File: config.mk
export PLATFORM = sky130hd
export DESIGN_NAME = fatlb_ctrl
export DESIGN_NICKNAME = d
export VERILOG_FILES = /design/src/hdl/fatlb_pkg.sv /design/src/hdl/fatlb_ctrl.sv
export SDC_FILE = /design/constraint.sdc
export NUM_CORES = 1
export LEC_CHECK = 0
export BUFFER_PORTS_ARGS = -buffer_cell sky130_fd_sc_hd__buf_2
export CORE_AREA = 3 3 40 42
export DETAILED_ROUTE_END_ITERATION = 7
export DIE_AREA = 0 0 43 45
export PLACE_DENSITY_LB_ADDON = 0.05
export SETUP_SLACK_MARGIN = 0.1
export SLEW_MARGIN = 25
export SYNTH_ARGS = -nofsm -noshare
export SYNTH_HDL_FRONTEND = slang
export SYNTH_SLANG_ARGS = --single-unit
File: constraint.sdc
create_clock -name clk -period 1.4 [get_ports clk]
set_input_delay 0.21 -clock clk [delete_from_list [all_inputs] [get_ports clk]]
set_output_delay 0.21 -clock clk [all_outputs]
set_load 0.05 [all_outputs]
File: src/hdl/fatlb_pkg.sv
// Shared types and constants for the fully associative TLB.
// Used by fatlb_ctrl, fatlb_dpath and the top level fully_assoc_tlb_lru.
package fatlb_pkg;

	localparam int LINES_DEF       = 128;
	localparam int OFFSET_BITS_DEF = 12;

	localparam int KIND_W   = 2;
	localparam int VPAGE_W  = 36;
	localparam int OFFSET_W = 12;
	localparam int PPAGE_W  = 20;
	localparam int ADDR_W   = 32;
	localparam int LINE_W   = 7;

	typedef enum logic [KIND_W-1:0] {
		KIND_LOOKUP = 2'd0,
		KIND_FILL   = 2'd1,
		KIND_FLUSH  = 2'd2,
		KIND_NOP    = 2'd3
	} kind_t;

	typedef enum logic [2:0] {
		ST_IDLE,
		ST_CMP,
		ST_REDA,
		ST_REDB,
		ST_RES
	} state_t;

	// commands from controller to datapath
	typedef struct packed {
		logic capture;
		logic cmp;
		logic reda;
		logic redb;
		logic commit;
	} cmd_t;

	// status from datapath to controller
	typedef struct packed {
		logic out_free;
	} stat_t;

endpackage

File: src/hdl/fatlb_ctrl.sv
// Sequencing state machine for the TLB: accept, compare, reduce, commit.
// Depends on fatlb_pkg for state, command and status types.
module fatlb_ctrl import fatlb_pkg::*; (
	input  logic  clk,
	input  logic  arst_n,
	input  logic  in_valid,
	input  kind_t in_kind,
	output logic  in_ready,
	input  stat_t stat,
	output cmd_t  cmd
);

	state_t state_q;
	state_t state_n;

	always_ff @(posedge clk or negedge arst_n) begin
		if (!arst_n) begin
			state_q <= ST_IDLE;
		end else begin
			state_q <= state_n;
		end
	end

	always_comb begin
		state_n  = state_q;
		cmd      = '0;
		in_ready = 1'b0;
		unique case (state_q)
			ST_IDLE: begin
				in_ready = 1'b1;
				if (in_valid) begin
					cmd.capture = 1'b1;
					// only a lookup needs the compare and reduction steps
					state_n = (in_kind == KIND_LOOKUP) ? ST_CMP : ST_RES;
				end
			end
			ST_CMP: begin
				cmd.cmp = 1'b1;
				state_n = ST_REDA;
			end
			ST_REDA: begin
				cmd.reda = 1'b1;
				state_n  = ST_REDB;
			end
			ST_REDB: begin
				cmd.redb = 1'b1;
				state_n  = ST_RES;
			end
			ST_RES: begin
				// hold until the output register can take the beat
				if (stat.out_free) begin
					cmd.commit = 1'b1;
					state_n    = ST_IDLE;
				end
			end
			default: begin
				state_n = ST_IDLE;
			end
		endcase
	end

endmodule

==> reports/results.md, run 1 <==
- **first-pass GRT wire length** 903 um
- **site row count** 13
- **critical path endpoint category** output pin
- **time the worst path needs with I/O delays and setup** 1.60 ns
- **width of the die** 43 um
- **buffer levels on the longest clock path** 2
- **required time at the endpoint of the critical path** 1.19 ns
- **num ports** 12
- **area of the placeable core** 0.00128 mm^2
- **VDD IR-drop max** 0.571 mV
- **post-route fraction of the period consumed by the critical path** 114%
- **Critical path destination** cmd[4]
- **maximum number of pins on one net before global-route repair** 9
- **Detail Placement HPWL** 399 um
- **Synth async-reset ratio** 100%
- **mean post-synth cell area** 9.63 um^2
- **Max stage delay cell, worst path** or4b_4
- **initial antenna violation count** 0
- **Final Hold Vio Count** 0
- **most instantiated library cell after synthesis** dfrtp_1
- **startpoint of the worst setup timing path** state_q[1]$_DFFE_PN0P_
- **detailed-route wire length** 581 um
- **ratio of cells with drive above 1 in the final layout** 70.7%
- **number of synthesized flops with an enable pin** 0
- **register-to-register path setup slack** 0.08 ns
- **share of the core filled with cells in the final layout** 34.4%
- **Detailed Route Iter0 Violations** 1
- **leading area contributor after synthesis** dfrtp_1
- **total number of yosys warnings** 0
- **final setup skew** 0.00152 ns
- **Final Max Tran Viols** 0
- **Fmax achieved** 625 MHz
- **post-route ant nets** 0
- **Power per Cell Area** 2520 mW/mm^2
- **number of CTS-inserted buffers** 3
- **DRC Markers** 0
- **share of the synthesized area in the top cell type** 39.0%
- **Crit Reg-Reg Endpoint** state_q[2]$_DFFE_PN0P_
- **post-synthesis net count** 26
- **largest registers** state_q x3
- **number of flip-flops in the largest register** 3
- **number of nets in the finished design** 48
- **die footprint** 0.00194 mm^2
- **critical register-to-register path startpoint** state_q[1]$_DFFE_PN0P_
- **total leakage power** 0.208 nW
- **crit-path max FO** 2
- **data arrival time of the critical path** 1.39 ns
- **cell breakdown of the critical path** or4b_4, clkinvlp_4, buf_8
- **clock sink count** 3
- **number of instances in the synthesized netlist** 20
- **unrepaired setup endpoints after global routing** yes
- **deepest level of the CTS H-tree** 1
- **CTS tree** yes
- **initial core utilization** 15.0%
- **commonest cells in the netlist** dfrtp_1, inv_1, nor2_1, nor3_1, nor3b_1
- **Root Buffer Master** clkbuf_4
- **largest cells by area after synthesis** dfrtp_1, nor3b_1, or4b_4
- **weighted congestion at the end of routability-driven global placement** 0.686
- **most used flip-flop cell after synthesis** dfrtp_1
- **post-synth cell types** 14
- **critical path start-end classification** reg -> out
- **total of max-cap violations** 0
- **type of the worst min-delay path** in -> reg
- **Top reg by flops** state_q
- **run status** finished with violations
- **Vias per Instance** 4.07
- **final-report setup violation count** 1
- **pre-CTS setup slack** -0.0570 ns
- **sequential area share after synthesis** 39.0%
- **routed len/inst** 10.4 um
- **Ant. Diodes** 0
- **relative area change from synthesis to final layout** 129%
- **total power** 0.00111 W
- **worst r2r path cells** 3
- **slew at the pin closest to its max-slew limit** 0.173 ns
- **violations in the final reports** setup timing
- **GRT Util Overall** 6.52%
- **slowest cell delay on critical path** 0.56 ns
- **height of the chip** 45 um
- **number of global-route vias before repair** 241
- **clock latency on the worst-skew pair** 0.23 ns
- **post-synthesis register bit count** 3
- **worst relative slew slack** 88.5%
- **clock transition at the registers of the reported paths** 0.04 ns
- **count of buffers inserted at the top-level ports** 11
- **type of element launching the critical path** register
- **post-synthesis instance area** 193 um^2
- **total congestion overflow** 0
- **hold_ws** 0.293 ns
- **count of vias placed by the detailed router** 228
- **crit path setup slack, layout** -0.199 ns
- **DRT Pass-1 Iters** 2
[how the worst min path moves through the flow]
| stage | cells past startpoint | to | startpoint | slack [ns] |
|---|---|---|---|---|
| final | 3 | state_q[2]$_DFFE_PN0P_ | in_kind[0] | 0.29 |
| after global placement | 1 | state_q[1]$_DFFE_PN0P_ | arst_n | 0.006 |
| after CTS | 3 | state_q[2]$_DFFE_PN0P_ | in_kind[0] | 0.27 |
| after global routing | 3 | state_q[2]$_DFFE_PN0P_ | in_kind[0] | 0.29 |
| after detailed placement | 1 | state_q[0]$_DFFE_PN0P_ | arst_n | 0.007 |
| after floorplan | 0 | state_q[0]$_DFFE_PN0P_ | arst_n | -0.09 |
[report_power, final]
group,internal [W],leakage (nW),switching (W)
combinational,0.000369,0.154,0.000452
sequential,0.000122,0.0390,0.0000213
clock,0.000107,0.0150,0.0000418
total,0.000597,0.208,0.000515
[critical path, delay by kind of cell (launching register included)]
family                 cells  cell delay [ns]
DFF                        1             0.37
buffers and inverters      2             0.24
and+or+nand+nor            1             0.56
[layout by cell type, fill, tap and decap left out]
cell type | netlist | layout
a21o_1 | 1 | 1
and2_4 | 0 | 1
buf_2 | 0 | 5
buf_4 | 1 | 4
buf_6 | 0 | 6
buf_8 | 0 | 2
clkbuf_1 | 0 | 1
clkbuf_4 | 0 | 3
clkinvlp_4 | 0 | 1
dfrtp_1 | 3 | 3
dlygate4sd3_1 | 0 | 1
inv_1 | 2 | 1
nand2_2 | 0 | 1
nand3b_1 | 1 | 1
nor2_1 | 2 | 1
nor2_4 | 0 | 1
nor3_4 | 0 | 2
nor3b_1 | 2 | 1
nor3b_4 | 0 | 1
o211ai_2 | 1 | 1
o21a_1 | 1 | 1
or4b_1 | 1 | 1
or4b_4 | 1 | 1
[layout make-up]
type,instances,area [um^2]
repair buffers,18,163
well taps,15,18.8
multi-input cells,14,148
inverters,2,11.3
flip-flops and latches,3,75.1
clock buffers,4,26.3
fillers,134,843
[stage by stage]
stage               TNS [ns]  std cells  area [um^2]
finish                -0.199         56          442
detailed placement   -0.0570         49          308
floorplan            -0.0109         20          215
CTS                   -0.203         56          435
global route          -0.307         56          442
global placement     -0.0579         49          308
[routing by layer]
metal / global-route usage [%] / part of all wire (%) / up-vias
li1: - / - / 112
met3: 1.20 / 5.0 / 0
met4: 7.23 / 0 / 0
met2: 11.1 / 61 / 6
met5: 0 / 0 / -
met1: 6.33 / 34 / 110
[kinds of logic (layout without fill, tap and decap cells)]
family          Yosys count  count (layout)  synth area share (%)
simple gates             11              11                  39.0
compound gates            3               3                  14.3
buf+inv                   3              24                  7.80
flops                     3               3                  39.0
[timing repair]
item,CTS,global route
setup endpoints to repair,6,7
endpoints found under the hold margin,3,0
cloned,0,0
gates resized for setup,21,2
hold buffers,1,0
setup buffers,3,0
pin swaps,1,1
Note: power is estimated with default switching activity, not from simulation.
==> run 2, diff against run 1 <==
- CELL_PAD_IN_SITES_DETAIL_PLACEMENT: not set -> 1
- CELL_PAD_IN_SITES_GLOBAL_PLACEMENT: not set -> 2
- CORE_AREA: 3 3 40 42 -> 2 2 39 41
- DIE_AREA: 0 0 43 45 -> 0 0 41 43
==> run 2 against run 1 <==
- the run still ends with setup timing left
- fmax decreased by 0.12%
- critical path depth unchanged
- clock power barely moved
- final area is 1.4% higher
- global-route usage rose by 1.8 points
- count of clock-buffer cells in the layout unchanged
- core utilization shrank 2.0 points
- largest cell class unchanged
==> reports/results.md, run 2 (same netlist as run 1, synthesis figures left out) <==
- **initial antenna violation count** 0
- **maximum number of pins on one net before global-route repair** 9
- **data arrival time of the critical path** 1.39 ns
- **num ports** 12
- **commonest non-fill, non-tap cell in the layout** buf_6
- **Detailed Route Iter0 Violations** 0
- **crit path setup slack, layout** -0.201 ns
- **fill cell instance count of the final layout** 162
- **Root Buffer Master** clkbuf_4
- **initial core utilization** 13.9%
- **relative area change from synthesis to final layout** 132%
- **first-pass GRT wire length** 917 um
- **leading cell types in the layout, fill and taps excluded** buf_6, buf_2, buf_4
- **Ant. Diodes** 0
- **Detail Placement HPWL** 481 um
- **total negative setup slack** -0.201 ns
- **hold_ws** 0.298 ns
- **number of nets in the finished design** 49
- **final setup skew** 0.00205 ns
- **deepest level of the CTS H-tree** 1
- **ratio of cells with drive above 1 in the final layout** 69.0%
- **number of flip-flops in the largest register** 3
- **cell breakdown of the critical path** or4b_4, clkinvlp_4, buf_8
- **routed len/inst** 10.1 um
- **weighted congestion at the end of routability-driven global placement** 0.648
- **unrepaired setup endpoints after global routing** yes
- **Final Hold Vio Count** 0
- **worst relative slew slack** 83.3%
- **critical path start-end classification** reg -> out
- **internal cell power** 0.000599 W
- **CTS tree** yes
- **storage element area** 75.1 um^2
- **clock transition at the registers of the reported paths** 0.04 ns
- **type of the worst min-delay path** in -> async
- **Clock power frac** 13.3%
- **count of vias placed by the detailed router** 226
- **VDD IR-drop max** 0.708 mV
- **count of buffers inserted at the top-level ports** 11
- **slew at the pin closest to its max-slew limit** 0.249 ns
- **final-report setup violation count** 1
- **run status** finished with violations
- **clock latency on the worst-skew pair** 0.23 ns
- **Flop pwr share** 13.0%
- **width of the die** 41 um
- **area of the placeable core** 0.00138 mm^2
- **Sw Ratio** 46.1%
- **required time at the endpoint of the critical path** 1.19 ns
- **total congestion overflow** 0
- **total power** 0.00111 W
- **Vias per Instance** 3.90
- **crit-path max FO** 2
- **violations in the final reports** setup timing
- **critical path endpoint category** output pin
- **post-route fraction of the period consumed by the critical path** 114%
- **post-route ant nets** 0
- **GRT Util Overall** 8.35%
- **total leakage power** 0.213 nW
- **DRC Markers** 0
- **DRT Pass-1 Iters** 1
- **die footprint** 0.00176 mm^2
- **buffer levels on the longest clock path** 2
- **number of global-route vias before repair** 234
- **slowest cell delay on critical path** 0.56 ns
- **design area** 448 um^2
- **Top reg by flops** state_q
- **area occupied by multi-input gates** 145 um^2
- **Switching Power** 0.000513 W
- **clock sink count** 3
- **time the worst path needs with I/O delays and setup** 1.60 ns
- **number of CTS-inserted buffers** 3
- **Power per Cell Area** 2480 mW/mm^2
- **total of max-cap violations** 0
- **Fmax achieved** 624 MHz
- **type of element launching the critical path** register
- **Final Max Tran Viols** 0
- **site row count** 14
- **instance area after placement** 317 um^2
- **largest registers** state_q x3
- **Max stage delay cell, worst path** or4b_4
- **detailed-route wire length** 583 um
- **height of the chip** 43 um
- **combinational fraction of design power** 73.7%
run 2: cell count changes in the layout (fill, tap and decap cells not counted):
cell,before,now
buf_4,4,5
nand2_2,1,0
nand2_1,0,1
run 2: layout make-up:
type / count / area share, %
Inverter: 2 / 2.51
Clock buffer: 4 / 5.87
Tap cell: 16 / 4.47
Multi-Input combinational cell: 14 / 32.4
Timing Repair Buffer: 19 / 38.0
Sequential cell: 3 / 16.8
run 2: power groups by stage:
stage	registers [W]	clock network, W	logic (W)
3_3_place_gp	0.000141	0	0.000601
5_1_grt	0.000148	0.000165	0.000869
4_1_cts	0.000143	0.000157	0.000817
3_5_place_dp	0.000142	0	0.000606
2_1_floorplan	0.000162	0	0.000413
6_report	0.000145	0.000148	0.000819
run 2: per-stage QoR:
step / utilization [%] / setup WS (ns) / cells
2_1_floorplan: - / -0.0109 / 20
3_3_place_gp: 22.9 / -0.0384 / 51
3_5_place_dp: 22.9 / -0.0429 / 51
4_1_cts: 31.6 / -0.203 / 57
5_1_grt: 32.4 / -0.233 / 58
6_report: 32.4 / -0.201 / 58
run 2: final timing paths:
kind / end / depth (start not counted) / startpoint / slack (ns)
min: state_q[2]$_DFFE_PN0P_ / 2 / arst_n / 0.30
max: cmd[4] / 3 / state_q[0]$_DFFE_PN0P_ / -0.20
max reg2reg: state_q[2]$_DFFE_PN0P_ / 3 / state_q[0]$_DFFE_PN0P_ / 0.11
min in group clk: state_q[2]$_DFFE_PN0P_ / 3 / in_kind[0] / 0.30
min reg2reg: state_q[1]$_DFFE_PN0P_ / 2 / state_q[1]$_DFFE_PN0P_ / 0.67
max in group asynchronous: state_q[0]$_DFFE_PN0P_ / 2 / arst_n / 1.00
run 2: timing repair:
item	CTS	global route
endpoints found under the setup margin	7	7
gates resized for setup	21	1
setup buffers	1	2
hold buffers	1	0
pin swaps	1	3
hold endpoints to repair	3	0
run 2: per-layer routing:
layer	track usage (%)	part of all wire, %	wire (um)
met1	9.39	42	243
met5	0	0	0
met3	4.71	6.7	39
met2	11.3	52	301
met4	6.00	0	0
run 2: worst max-delay path: cells and delay by family, from the launching register on:
family / cells / cell delay, ns
AND/OR/NAND/NOR: 1 / 0.56
buffers and inverters: 2 / 0.24
flip-flops: 1 / 0.37
==> run 3, diff against run 2 <==
- CAP_MARGIN: not set -> 25
- clock period: 1.4 -> 1.9 ns (I/O delays scaled with it)
==> run 3 against run 2 <==
- the flow now finishes without violations
- die area unchanged
- final area is 23% lower
- setup slack gained 0.37 ns
- sequential power decreased by 14%
- final cell count decreased by 6.9%
- critical path depth unchanged
- clock skew is 0.0012 ns lower
- register-to-register slack better by 0.55 ns
- routed wire length is 9.8% lower
- sequential share of layout area rose by 5.9 points
- core utilization decreased by 7.6 points
- count of clock-buffer cells in the layout is the same
- critical path type unchanged
- critical endpoint unchanged
- highest routed layer is now met4
==> reports/results.md, run 3 (same netlist as run 1, synthesis figures left out) <==
- **largest registers** state_q x3
- **width of the die** 41 um
- **Final Hold Vio Count** 0
- **Max stage delay cell, worst path** or4b_4
- **fill cell instance count of the final layout** 172
- **crit-path max FO** 7
- **time the worst path needs with I/O delays and setup** 1.73 ns
- **count of buffers inserted at the top-level ports** 11
- **type of the worst min-delay path** in -> reg
- **cell breakdown of the critical path** or4b_4, inv_1, buf_6
- **site row count** 14
- **final-report setup violation count** 0
- **Vias per Instance** 4.00
- **initial antenna violation count** 0
- **number of CTS-inserted buffers** 3
- **height of the chip** 43 um
- **DRC Markers** 0
- **share of the core filled with cells in the final layout** 24.8%
- **Detail Placement HPWL** 408 um
- **total of max-cap violations** 0
- **clock transition at the registers of the reported paths** 0.04 ns
- **number of nets in the finished design** 45
- **count of vias placed by the detailed router** 216
- **Clock power frac** 17.7%
- **CTS tree** yes
- **total congestion overflow** 0
- **post-route fraction of the period consumed by the critical path** 91.3%
- **critical path start-end classification** reg -> out
- **VDD IR-drop max** 0.454 mV
- **required time at the endpoint of the critical path** 1.62 ns
- **post-route ant nets** 0
- **buffer levels on the longest clock path** 2
- **Flop pwr share** 19.6%
- **Fmax achieved** 577 MHz
- **internal cell power** 0.000316 W
- **count of buffer and inverter cells on the critical path** 2
- **Root Buffer Master** clkbuf_4
- **ratio of cells with drive above 1 in the final layout** 65.8%
- **number of flip-flops in the largest register** 3
- **Ant. Diodes** 0
- **slew at the pin closest to its max-slew limit** 0.249 ns
- **total negative setup slack** 0 ns
- **area of the placeable core** 0.00138 mm^2
- **run status** finished clean
- **Power per Cell Area** 1840 mW/mm^2
- **maximum number of pins on one net before global-route repair** 9
- **combinational fraction of design power** 62.6%
- **critical path endpoint category** output pin
- **Sw Ratio** 50.1%
- **gate family responsible for the most delay along the worst path** simple AND/OR/NAND/NOR gates
- **total leakage power** 0.187 nW
- **commonest non-fill, non-tap cell in the layout** buf_2
- **clock latency on the worst-skew pair** 0.23 ns
- **leading cell types in the layout, fill and taps excluded** buf_2, clkbuf_4, buf_4
- **Final Max Tran Viols** 0
- **relative area change from synthesis to final layout** 77.9%
- **Detailed Route Iter0 Violations** 0
- **Switching Power** 0.000317 W
- **clock sink count** 3
- **first-pass GRT wire length** 841 um
- **final setup skew** 0.000824 ns
- **worst relative slew slack** 83.5%
- **type of element launching the critical path** register
- **Top reg by flops** state_q
- **num ports** 12
- **register-to-register path setup slack** 0.66 ns
- **slowest cell delay on critical path** 0.53 ns
- **die footprint** 0.00176 mm^2
- **number of global-route vias before repair** 228
- **deepest level of the CTS H-tree** 1
- **initial core utilization** 13.9%
- **data arrival time of the critical path** 1.45 ns
- **detailed-route wire length** 526 um
- **DRT Pass-1 Iters** 1
- **GRT Util Overall** 7.85%
- **weighted congestion at the end of routability-driven global placement** 0.586
- **unrepaired setup endpoints after global routing** no
- **routed len/inst** 9.74 um
==> run 3: area by class of cell <==
cell class / instances / area [um^2] / area share [%]
clock buffers: 4 / 26.3 / 7.66
multi-input cells: 14 / 118 / 34.3
flip-flops and latches: 3 / 77.6 / 22.6
inverters: 2 / 7.51 / 2.19
well taps: 16 / 20.0 / 5.84
repair buffers: 15 / 93.8 / 27.4
==> run 3: final timing paths <==
path,startpoint,end,depth (start not counted)
min in group asynchronous,arst_n,state_q[1]$_DFFE_PN0P_,2
worst max register to register,state_q[0]$_DFFE_PN0P_,state_q[2]$_DFFE_PN0P_,2
max in group asynchronous,arst_n,state_q[2]$_DFFE_PN0P_,2
worst min register to register,state_q[2]$_DFFE_PN0P_,state_q[0]$_DFFE_PN0P_,2
worst max-delay path,state_q[0]$_DFFE_PN0P_,cmd[4],3
worst min-delay path,in_kind[0],state_q[2]$_DFFE_PN0P_,3
==> run 3: routing by layer <==
| metal | vias up | track usage, % | part of all wire [%] |
|---|---|---|---|
| met5 | - | 0 | 0 |
| met4 | 0 | 10.0 | 3.0 |
| met3 | 2 | 3.14 | 4.4 |
| met2 | 7 | 10.9 | 52 |
| met1 | 101 | 7.12 | 40 |
| li1 | 106 | - | - |
==> run 3: stage by stage <==
stage,hold slack (ns),instances,setup WS (ns),cell area (um^2),total power [W]
floorplan,-0.0106,20,0.310,208,0.000411
global placement,0.0803,47,0.301,283,0.000490
detailed placement,0.0820,47,0.280,283,0.000489
CTS,0.360,52,0.104,323,0.000616
global route,0.372,54,0.119,343,0.000678
finish,0.354,54,0.166,343,0.000632
==> run 3: tightest hold or removal path, delay by kind of cell <==
| kind | cells | cell delay [ns] |
|---|---|---|
| buffers and inverters | 1 | 0.09 |
| and+or+nand+nor | 1 | 0.04 |
| AOI/OAI and AO/OA | 1 | 0.13 |
==> run 3: power groups by stage <==
stage	Combinational [W]	Sequential [W]	Clock, W
global route	0.000423	0.000127	0.000127
detailed placement	0.000358	0.000131	0
finish	0.000396	0.000124	0.000112
floorplan	0.000293	0.000118	0
global placement	0.000360	0.000130	0
CTS	0.000365	0.000132	0.000119
==> run 3: what timing repair did <==
action                                  CTS  global route
endpoints found under the setup margin    1             1
resized for setup                         2             2
gates cloned                              0             0
endpoints found under the hold margin     3             0
hold buffers                              1             0
buffers inserted                          0             2
